### config.mk
export PLATFORM = sky130hd
export DESIGN_NAME = input_capture_frequency_meter
export DESIGN_NICKNAME = d
export VERILOG_FILES = /design/src/sv/icfm_pkg.sv /design/src/sv/icfm_ctrl.sv /design/src/sv/icfm_dp.sv /design/src/sv/input_capture_frequency_meter.sv
export SDC_FILE = /design/constraint.sdc
export NUM_CORES = 2
export LEC_CHECK = 0
export ABC_AREA = 1
export CELL_PAD_IN_SITES_DETAIL_PLACEMENT = 1
export CELL_PAD_IN_SITES_GLOBAL_PLACEMENT = 1
export CORE_AREA = 2 2 250 375
export DETAILED_ROUTE_END_ITERATION = 7
export DIE_AREA = 0 0 252 377
export DONT_BUFFER_PORTS = 1
export PLACE_DENSITY_LB_ADDON = 0.1
export SLEW_MARGIN = 20
export SYNTH_ARGS = -nofsm -noshare
export SYNTH_HDL_FRONTEND = slang
export SYNTH_SLANG_ARGS = --single-unit
export TNS_END_PERCENT = 20
### constraint.sdc
create_clock -name clk -period 6.8 [get_ports clk]
set_input_delay 0.68 -clock clk [delete_from_list [all_inputs] [get_ports clk]]
set_output_delay 0.68 -clock clk [all_outputs]
set_load 0.02 [all_outputs]
### src/sv/icfm_pkg.sv
// Package for the input capture frequency meter.
// Holds shared widths, register and event codes, and the controller/datapath structs.
// No dependencies.
package icfm_pkg;

    localparam int COUNTER_WIDTH = 16;
    localparam int CAP_W         = 16;
    localparam int CAP_BITS      = (COUNTER_WIDTH < CAP_W) ? COUNTER_WIDTH : CAP_W;
    localparam logic [CAP_W-1:0] CAP_MASK = CAP_W'((33'd1 << CAP_BITS) - 33'd1);

    localparam int DATA_W     = 32;
    localparam int DIV_STEPS  = DATA_W;
    localparam int DIV_CNT_W  = $clog2(DIV_STEPS);

    // Configuration register indexes
    localparam logic [1:0] REG_TICK_RATE  = 2'd0;
    localparam logic [1:0] REG_TIMEOUT_MS = 2'd1;
    localparam logic [1:0] REG_PERIOD_TOP = 2'd2;

    localparam logic [31:0] TICK_RATE_RST  = 32'd72000000;
    localparam logic [15:0] TIMEOUT_MS_RST = 16'd2000;
    localparam logic [15:0] PERIOD_TOP_RST = 16'hFFFF;

    // Event codes
    localparam logic [1:0] MODE_TICK    = 2'd0;
    localparam logic [1:0] MODE_OVF     = 2'd1;
    localparam logic [1:0] MODE_CAP     = 2'd2;
    localparam logic [1:0] MODE_OVF_CAP = 2'd3;

    typedef struct packed {
        logic load_item;
        logic exec;
        logic mul;
        logic period;
        logic div_step;
        logic freq_store;
        logic load_out;
    } icfm_cmd_t;

    typedef struct packed {
        logic pair;
        logic period_zero;
        logic div_last;
    } icfm_sts_t;

endpackage

### src/sv/icfm_ctrl.sv
// Controller state machine for the input capture frequency meter.
// Sequences event execution, period computation and the divider.
// Depends on icfm_pkg.
module icfm_ctrl
(
    input  logic              clk,
    input  logic              rst_n,
    input  logic              in_valid,
    output logic              in_ready,
    output logic              out_valid,
    input  logic              out_ready,
    input  icfm_pkg::icfm_sts_t sts,
    output icfm_pkg::icfm_cmd_t cmd
);

    localparam logic [2:0] ST_IDLE   = 3'd0;
    localparam logic [2:0] ST_EXEC   = 3'd1;
    localparam logic [2:0] ST_MUL    = 3'd2;
    localparam logic [2:0] ST_PERIOD = 3'd3;
    localparam logic [2:0] ST_DIV    = 3'd4;
    localparam logic [2:0] ST_STORE  = 3'd5;
    localparam logic [2:0] ST_DONE   = 3'd6;

    logic [2:0] state_reg;
    logic [2:0] state_next;
    logic       out_valid_reg;
    logic       out_valid_next;
    logic       slot_free;

    assign in_ready  = (state_reg == ST_IDLE);
    assign out_valid = out_valid_reg;
    assign slot_free = !out_valid_reg || out_ready;

    always_comb
    begin
        cmd        = '0;
        state_next = state_reg;
        case (state_reg)
            ST_IDLE:
            begin
                if (in_valid)
                begin
                    cmd.load_item = 1'b1;
                    state_next    = ST_EXEC;
                end
            end
            ST_EXEC:
            begin
                cmd.exec   = 1'b1;
                state_next = sts.pair ? ST_MUL : ST_DONE;
            end
            ST_MUL:
            begin
                cmd.mul    = 1'b1;
                state_next = ST_PERIOD;
            end
            ST_PERIOD:
            begin
                cmd.period = 1'b1;
                state_next = ST_DIV;
            end
            ST_DIV:
            begin
                // zero period: keep the old frequency
                if (sts.period_zero)
                begin
                    state_next = ST_DONE;
                end
                else
                begin
                    cmd.div_step = 1'b1;
                    if (sts.div_last)
                    begin
                        state_next = ST_STORE;
                    end
                end
            end
            ST_STORE:
            begin
                cmd.freq_store = 1'b1;
                state_next     = ST_DONE;
            end
            ST_DONE:
            begin
                // hold until the output register is free
                if (slot_free)
                begin
                    cmd.load_out = 1'b1;
                    state_next   = ST_IDLE;
                end
            end
            default:
            begin
                state_next = ST_IDLE;
            end
        endcase
    end

    always_comb
    begin
        if (cmd.load_out)
        begin
            out_valid_next = 1'b1;
        end
        else if (out_ready)
        begin
            out_valid_next = 1'b0;
        end
        else
        begin
            out_valid_next = out_valid_reg;
        end
    end

    always_ff @(posedge clk or negedge rst_n)
    begin
        if (!rst_n)
        begin
            state_reg     <= ST_IDLE;
            out_valid_reg <= 1'b0;
        end
        else
        begin
            state_reg     <= state_next;
            out_valid_reg <= out_valid_next;
        end
    end

endmodule

### src/sv/icfm_dp.sv
// Datapath for the input capture frequency meter.
// Holds configuration, measurement state, the period multiplier, a radix-2
// divider and the output register. Depends on icfm_pkg.
module icfm_dp
(
    input  logic              clk,
    input  logic              rst_n,
    input  logic              cfg_we,
    input  logic [1:0]        cfg_index,
    input  logic [31:0]       cfg_data,
    input  logic [1:0]        mode,
    input  logic [15:0]       capture_value,
    output logic [31:0]       frequency,
    output logic [31:0]       period_ticks,
    output logic              measured,
    input  icfm_pkg::icfm_cmd_t cmd,
    output icfm_pkg::icfm_sts_t sts
);

    logic [31:0] tick_rate_reg;
    logic [15:0] timeout_ms_reg;
    logic [15:0] period_top_reg;

    logic [31:0] ovf_cnt_reg;
    logic        first_taken_reg;
    logic [15:0] first_capture_reg;
    logic [15:0] timeout_left_reg;
    logic [31:0] freq_reg;
    logic [31:0] period_reg;
    logic        measured_reg;

    logic [1:0]  mode_reg;
    logic [15:0] cap_reg;
    logic [31:0] prod_reg;

    logic [32:0] rem_reg;
    logic [31:0] quot_reg;
    logic [icfm_pkg::DIV_CNT_W-1:0] div_cnt_reg;

    logic [31:0] freq_out_reg;
    logic [31:0] period_out_reg;
    logic        measured_out_reg;

    logic        is_tick;
    logic        has_ovf;
    logic        has_cap;
    logic [16:0] wrap_len;
    logic [48:0] prod_full;
    logic [31:0] period_next;
    logic [32:0] rem_shift;
    logic        rem_ge;
    logic [32:0] rem_next;
    logic [31:0] quot_next;

    assign is_tick = (mode_reg == icfm_pkg::MODE_TICK);
    assign has_ovf = mode_reg inside {icfm_pkg::MODE_OVF, icfm_pkg::MODE_OVF_CAP};
    assign has_cap = mode_reg inside {icfm_pkg::MODE_CAP, icfm_pkg::MODE_OVF_CAP};

    assign wrap_len    = {1'b0, period_top_reg} + 17'd1;
    assign prod_full   = ovf_cnt_reg * wrap_len;
    assign period_next = prod_reg + {16'd0, cap_reg} - {16'd0, first_capture_reg};

    // one restoring divide step
    assign rem_shift = {rem_reg[31:0], quot_reg[31]};
    assign rem_ge    = (rem_shift >= {1'b0, period_reg});
    assign rem_next  = rem_ge ? (rem_shift - {1'b0, period_reg}) : rem_shift;
    assign quot_next = {quot_reg[30:0], rem_ge};

    assign sts.pair        = has_cap && first_taken_reg;
    assign sts.period_zero = (period_reg == 32'd0);
    assign sts.div_last    = (div_cnt_reg == icfm_pkg::DIV_CNT_W'(icfm_pkg::DIV_STEPS - 1));

    assign frequency    = freq_out_reg;
    assign period_ticks = period_out_reg;
    assign measured     = measured_out_reg;

    always_ff @(posedge clk or negedge rst_n)
    begin
        if (!rst_n)
        begin
            tick_rate_reg  <= icfm_pkg::TICK_RATE_RST;
            timeout_ms_reg <= icfm_pkg::TIMEOUT_MS_RST;
            period_top_reg <= icfm_pkg::PERIOD_TOP_RST;
        end
        else if (cfg_we)
        begin
            case (cfg_index)
                icfm_pkg::REG_TICK_RATE:  tick_rate_reg  <= cfg_data;
                icfm_pkg::REG_TIMEOUT_MS: timeout_ms_reg <= cfg_data[15:0];
                icfm_pkg::REG_PERIOD_TOP: period_top_reg <= cfg_data[15:0];
                default:                  ;
            endcase
        end
    end

    always_ff @(posedge clk or negedge rst_n)
    begin
        if (!rst_n)
        begin
            ovf_cnt_reg       <= '0;
            first_taken_reg   <= 1'b0;
            first_capture_reg <= '0;
            timeout_left_reg  <= '0;
            freq_reg          <= '0;
            period_reg        <= '0;
        end
        else
        begin
            if (cmd.exec)
            begin
                if (is_tick)
                begin
                    if (timeout_left_reg != 16'd0)
                    begin
                        timeout_left_reg <= timeout_left_reg - 16'd1;
                    end
                    else
                    begin
                        freq_reg    <= '0;
                        ovf_cnt_reg <= '0;
                    end
                end
                else
                begin
                    if (has_ovf)
                    begin
                        ovf_cnt_reg <= ovf_cnt_reg + 32'd1;
                    end
                    if (has_cap)
                    begin
                        timeout_left_reg <= timeout_ms_reg;
                        if (!first_taken_reg)
                        begin
                            // open a pair: overrides the overflow increment
                            first_capture_reg <= cap_reg;
                            ovf_cnt_reg       <= '0;
                            first_taken_reg   <= 1'b1;
                        end
                        else
                        begin
                            first_taken_reg <= 1'b0;
                        end
                    end
                end
            end
            if (cmd.period)
            begin
                period_reg <= period_next;
            end
            if (cmd.freq_store)
            begin
                freq_reg <= quot_reg;
            end
        end
    end

    // item, product, divider and output registers carry payload only
    always_ff @(posedge clk)
    begin
        if (cmd.load_item)
        begin
            mode_reg <= mode;
            cap_reg  <= capture_value & icfm_pkg::CAP_MASK;
        end
        if (cmd.exec)
        begin
            measured_reg <= sts.pair;
        end
        if (cmd.mul)
        begin
            prod_reg <= prod_full[31:0];
        end
        if (cmd.period)
        begin
            rem_reg     <= '0;
            quot_reg    <= tick_rate_reg;
            div_cnt_reg <= '0;
        end
        else if (cmd.div_step)
        begin
            rem_reg     <= rem_next;
            quot_reg    <= quot_next;
            div_cnt_reg <= div_cnt_reg + 1'b1;
        end
        if (cmd.load_out)
        begin
            freq_out_reg     <= freq_reg;
            period_out_reg   <= period_reg;
            measured_out_reg <= measured_reg;
        end
    end

endmodule

### src/sv/input_capture_frequency_meter.sv
// Top level of the input capture frequency meter (reciprocal counter).
// Joins the controller and the datapath; depends on icfm_pkg, icfm_ctrl, icfm_dp.
//
//   channel   handshake             payload
//   -------   -------------------   ---------------------------------------
//   input     in_valid / in_ready   mode, capture_value
//   output    out_valid / out_ready frequency, period_ticks, measured
//   config    cfg_we                cfg_index, cfg_data
//
// One request at a time. Ticks, overflows and a pair's first capture go straight
// from execution to the output register; a pair's second capture also runs the
// multiplier, the period step and the 32 steps of the radix-2 divider
// (tick_rate / period). A zero period skips the divider. A pending result holds
// in the output register while the next request is accepted; results are never
// dropped. Reset restores register defaults and clears all measurement state.
module input_capture_frequency_meter
(
    input  logic        clk,
    input  logic        rst_n,
    input  logic        cfg_we,
    input  logic [1:0]  cfg_index,
    input  logic [31:0] cfg_data,
    input  logic        in_valid,
    output logic        in_ready,
    input  logic [1:0]  mode,
    input  logic [15:0] capture_value,
    output logic        out_valid,
    input  logic        out_ready,
    output logic [31:0] frequency,
    output logic [31:0] period_ticks,
    output logic        measured
);

    icfm_pkg::icfm_cmd_t cmd;
    icfm_pkg::icfm_sts_t sts;

    icfm_ctrl u_ctrl
    (
        .clk       (clk),
        .rst_n     (rst_n),
        .in_valid  (in_valid),
        .in_ready  (in_ready),
        .out_valid (out_valid),
        .out_ready (out_ready),
        .sts       (sts),
        .cmd       (cmd)
    );

    icfm_dp u_dp
    (
        .clk           (clk),
        .rst_n         (rst_n),
        .cfg_we        (cfg_we),
        .cfg_index     (cfg_index),
        .cfg_data      (cfg_data),
        .mode          (mode),
        .capture_value (capture_value),
        .frequency     (frequency),
        .period_ticks  (period_ticks),
        .measured      (measured),
        .cmd           (cmd),
        .sts           (sts)
    );

    // one request in flight: acceptance drops ready
    a_one_in_flight: assert property (@(posedge clk) disable iff (!rst_n)
        in_valid && in_ready |=> !in_ready)
        else $error("request accepted while another is in flight");

    // never overwrite a result that has not been taken
    a_no_overwrite: assert property (@(posedge clk) disable iff (!rst_n)
        cmd.load_out |-> (!out_valid || out_ready))
        else $error("output register overwritten");

    // divider never runs on a zero period
    a_div_nonzero: assert property (@(posedge clk) disable iff (!rst_n)
        cmd.div_step |-> !sts.period_zero)
        else $error("divide step with zero period");

    // a new result appears only as the controller returns to idle
    a_result_idle: assert property (@(posedge clk) disable iff (!rst_n)
        $rose(out_valid) |-> in_ready)
        else $error("result raised outside idle");

endmodule

==> impl_metrics.tcl <==
set metrics [dict create \
    outcome "completed" \
    dpl.hpwl_um 86200 \
    crit_path_max_incr_delay_ns 0.58 \
    yosys.area_share.simple 0.192 \
    ys_seq_area_frac 0.318 \
    ys_types 64 \
    slew_headroom 0.313 \
    grt_pass1_wl_um 167000 \
    synth_area_leaders "fa_1 21%, edfxtp_1 14%, dfrtp_1 13%, nand2_1 9.8%, inv_1 9.2%" \
    dr.pass1.iters 4 \
    cp.required_ns 7.16 \
    timing.final.crit_share 0.999 \
    vias 25544 \
    yosys_register_bits 382 \
    synth_top_family_by_area "adder cells" \
    use_met3 0.0197 \
    finalSetupViolCount 0 \
    cts_sinks 382 \
    area_delta_synth_final_pct 15.9 \
    cap_viol_max_count 0 \
    clk_pin_slew_ns 0.07 \
    initial_core_util 0.348 \
    grt-ovfl-total 0 \
    diodes 0 \
    hold_start "mode[0]" \
    synth_edf_count 148 \
    wl_per_cell_um 21.1 \
    drtAntennaViolNets 0 \
    synth_top_area_frac 0.211 \
    synth_top_cell_by_area "fa_1" \
    placed_area_mm2 0.0344 \
    setup.worst_path.class "reg2reg" \
    synthMostInstantiatedCell "nand2_1" \
    hold_depth 0 \
    grtUsageTotal 0.233 \
    leakagePower_nw 17.2 \
    fin_setup_tns_ns 0 \
    rsz0062_at_grt "yes" \
    syn_area_mm2 0.0319 \
    grtUsageMet1 0.244 \
    cp_max_fo 4 \
    syn_avg_cell_area_um2 8.37 \
    p_int_mw 7.01 \
    die_area_mm2 0.0950 \
    cts-root-buf "clkbuf_16" \
    numCtsBuffers 45 \
    critPathArrivalTime_ns 7.15 \
    rrSetupSlack_ns 0.009 \
    period_needed_ns 6.79 \
    comb_power_share 0.480 \
    synth_compound_area_frac 0.0887 \
    grt_util_met2 0.470 \
    p_clk_frac 0.209 \
    drt_iter0_drc 870 \
    hp-class "in2reg" \
    ios 124 \
    synth_fp_nets 4335 \
    finalWorstSetupSlack_ns 0.00930 \
    clock_latency_ns 0.62 \
    design_area_mm2 0.0369 \
    peakVddDrop_mv 0.234 \
    async_flop_share 0.516 \
    ff2ff_path_depth 33 \
    synth_xor_area_frac 0.0192 \
    synth_ff_type "dfrtp_1" \
    final_layout_size_suffix_gt1_frac 0.134 \
    slew_violations 0 \
    start_kind "flip-flop" \
    portBuffers 0 \
    grt_busiest_layer "met2" \
    synth_common_cells "835 x nand2_1, 782 x inv_1, 336 x fa_1" \
    fin_nets 4471 \
    skew_ns 0.0399 \
    grt_antenna_before_repair 2 \
    holdPathEnd "u_dp.mode_reg[0]" \
    grt_max_degree 197 \
    hold_viol_final 0 \
    coreArea_mm2 0.0915 \
    critPathMostFrequentCell "fa_1" \
    worstReg2RegEnd "u_dp.prod_reg[29]" \
    stdcell_count 5152 \
    drcViolationCount 0 \
    swShare 0.451 \
    ys_warn_count 0 \
    routed_wl_um 108000 \
    muxShareOfSynthArea 0.00565 \
    via_per_inst 4.96 \
    fin_hold_ws_ns 0.154 \
    worst_pin_slew_ns 1.03 \
    die_y_um 377 \
    die_x_um 252 \
    fmax_mhz 147 \
    clock_tree.buffer_depth 3 \
    cp-end-kind "flip-flop" \
    p_switching_mw 5.77 \
    place.gp.congestion 0.904 \
    synth_fa_ha_area_frac 0.264 \
    fp-row-count 136 \
    crit_slowest_cell "fa_1" \
    pre_cts_slack_ns -0.231 \
    synthCells 3806 \
    power_frac_seq 0.311 \
    cellPowerDensity_mw_per_mm2 346 \
    tritoncts "built" \
    crit-reg2reg-launch "u_dp.period_top_reg[1]" \
    numPlacedInstances 5045 \
    grt_pass1_vias 28512 \
    h-tree-depth 2 \
]
## worst max-delay path: cells and delay by family, from the launching register on
family | cells | cell delay, ns
buf+inv | 8 | 0.79
flops | 1 | 0.57
simple gates | 16 | 1.55
fa+ha+maj | 8 | 3.54
xor+xnor | 1 | 0.06
## per-layer routing
metal / vias up / wire [µm]
met2: 352 / 61200
li1: 12099 / -
met1: 12898 / 40100
met4: 2 / 4790
met3: 193 / 2370
met5: - / 13
## power by group through the flow
stage / clock network [mW] / registers, mW / logic, mW
after detailed placement: 0 / 4.02 / 6.15
after CTS: 2.76 / 3.98 / 6.22
after floorplan: 0 / 3.78 / 4.29
after global routing: 2.83 / 4.06 / 6.98
after global placement: 0 / 4.00 / 6.06
final: 2.67 / 3.97 / 6.14
## stage by stage
stage | power, mW | utilization
floorplan | 8.07 | -
global placement | 10.1 | 0.376
detailed placement | 10.2 | 0.376
CTS | 13.0 | 0.396
global route | 13.9 | 0.403
finish | 12.8 | 0.403
## layout make-up
type | instances | area, µm²
Clock inverter | 25 | 365
Inverter | 802 | 3030
Timing Repair Buffer | 217 | 1860
Clock buffer | 59 | 1260
Tap cell | 1173 | 1470
Multi-Input combinational cell | 2494 | 18800
Sequential cell | 382 | 10200
Fill cell | 10806 | 54600
## cell usage in the layout (no fill, tap or decap), types with 8 or more instances in the layout
| cell | Yosys | routed |
|---|---|---|
| nand2_1 | 835 | 819 |
| nand4_1 | 27 | 27 |
| edfxtp_1 | 148 | 148 |
| clkinv_1 | 13 | 15 |
| nor2_2 | 13 | 18 |
| dfstp_2 | 29 | 29 |
| dfrtp_1 | 168 | 168 |
| o21bai_1 | 11 | 10 |
| mux2_2 | 16 | 16 |
| o21ai_0 | 260 | 250 |
| fa_2 | 0 | 15 |
| a21oi_2 | 2 | 14 |
| nor3_1 | 32 | 28 |
| ha_4 | 0 | 16 |
| nand2_2 | 16 | 28 |
| nand2_4 | 5 | 8 |
| clkbuf_1 | 86 | 8 |
| inv_1 | 782 | 767 |
| clkbuf_16 | 0 | 47 |
| a31oi_1 | 16 | 14 |
| buf_4 | 3 | 195 |
| fa_1 | 336 | 321 |
| xor2_1 | 32 | 29 |
| xnor2_1 | 38 | 38 |
| or2_2 | 20 | 20 |
| a21oi_1 | 125 | 110 |
| nand3_1 | 165 | 154 |
| o22ai_1 | 15 | 15 |
| inv_2 | 7 | 18 |
| nand3_2 | 3 | 11 |
| a21o_1 | 13 | 13 |
| nor2_4 | 4 | 10 |
| o211ai_1 | 8 | 8 |
| dfxtp_1 | 37 | 37 |
| buf_12 | 0 | 13 |
| nor4_1 | 16 | 15 |
| nor2_1 | 248 | 237 |
| ha_1 | 136 | 120 |
| o21ai_1 | 15 | 22 |
| nand3b_1 | 36 | 36 |
## repair_timing
action / CTS / global route
cloned: 0 / 0
buffers inserted: 2 / 18
setup endpoints to repair: 6 / 15
pin swaps: 9 / 74
endpoints found under the hold margin: 196 / 7
gates resized for setup: 28 / 119
hold buffers: 2 / 1
## logic make-up (layout without fill, tap and decap cells)
logic type,count (synthesis),after routing
AOI/OAI and AO/OA,505,505
xor gates and xnor gates,70,70
adders and majority gates,472,472
buffers and inverters,930,1103
muxes,16,16
and+or+nand+nor,1431,1431
DFF,382,382
## worst max-delay path by stage
stage / from / end / slack, ns / cells after the start
floorplan: u_dp.period_top_reg[0] / u_dp.prod_reg[30] / 0.19 / 32
global placement: u_dp.period_top_reg[0] / u_dp.prod_reg[31] / -0.14 / 31
detailed placement: u_dp.period_top_reg[0] / u_dp.prod_reg[31] / -0.23 / 31
CTS: u_dp.period_top_reg[0] / u_dp.prod_reg[31] / -0.05 / 35
global route: u_dp.period_top_reg[1] / u_dp.prod_reg[29] / -0.31 / 33
finish: u_dp.period_top_reg[1] / u_dp.prod_reg[29] / 0.009 / 33
Note: power is estimated with default switching activity, not from simulation.
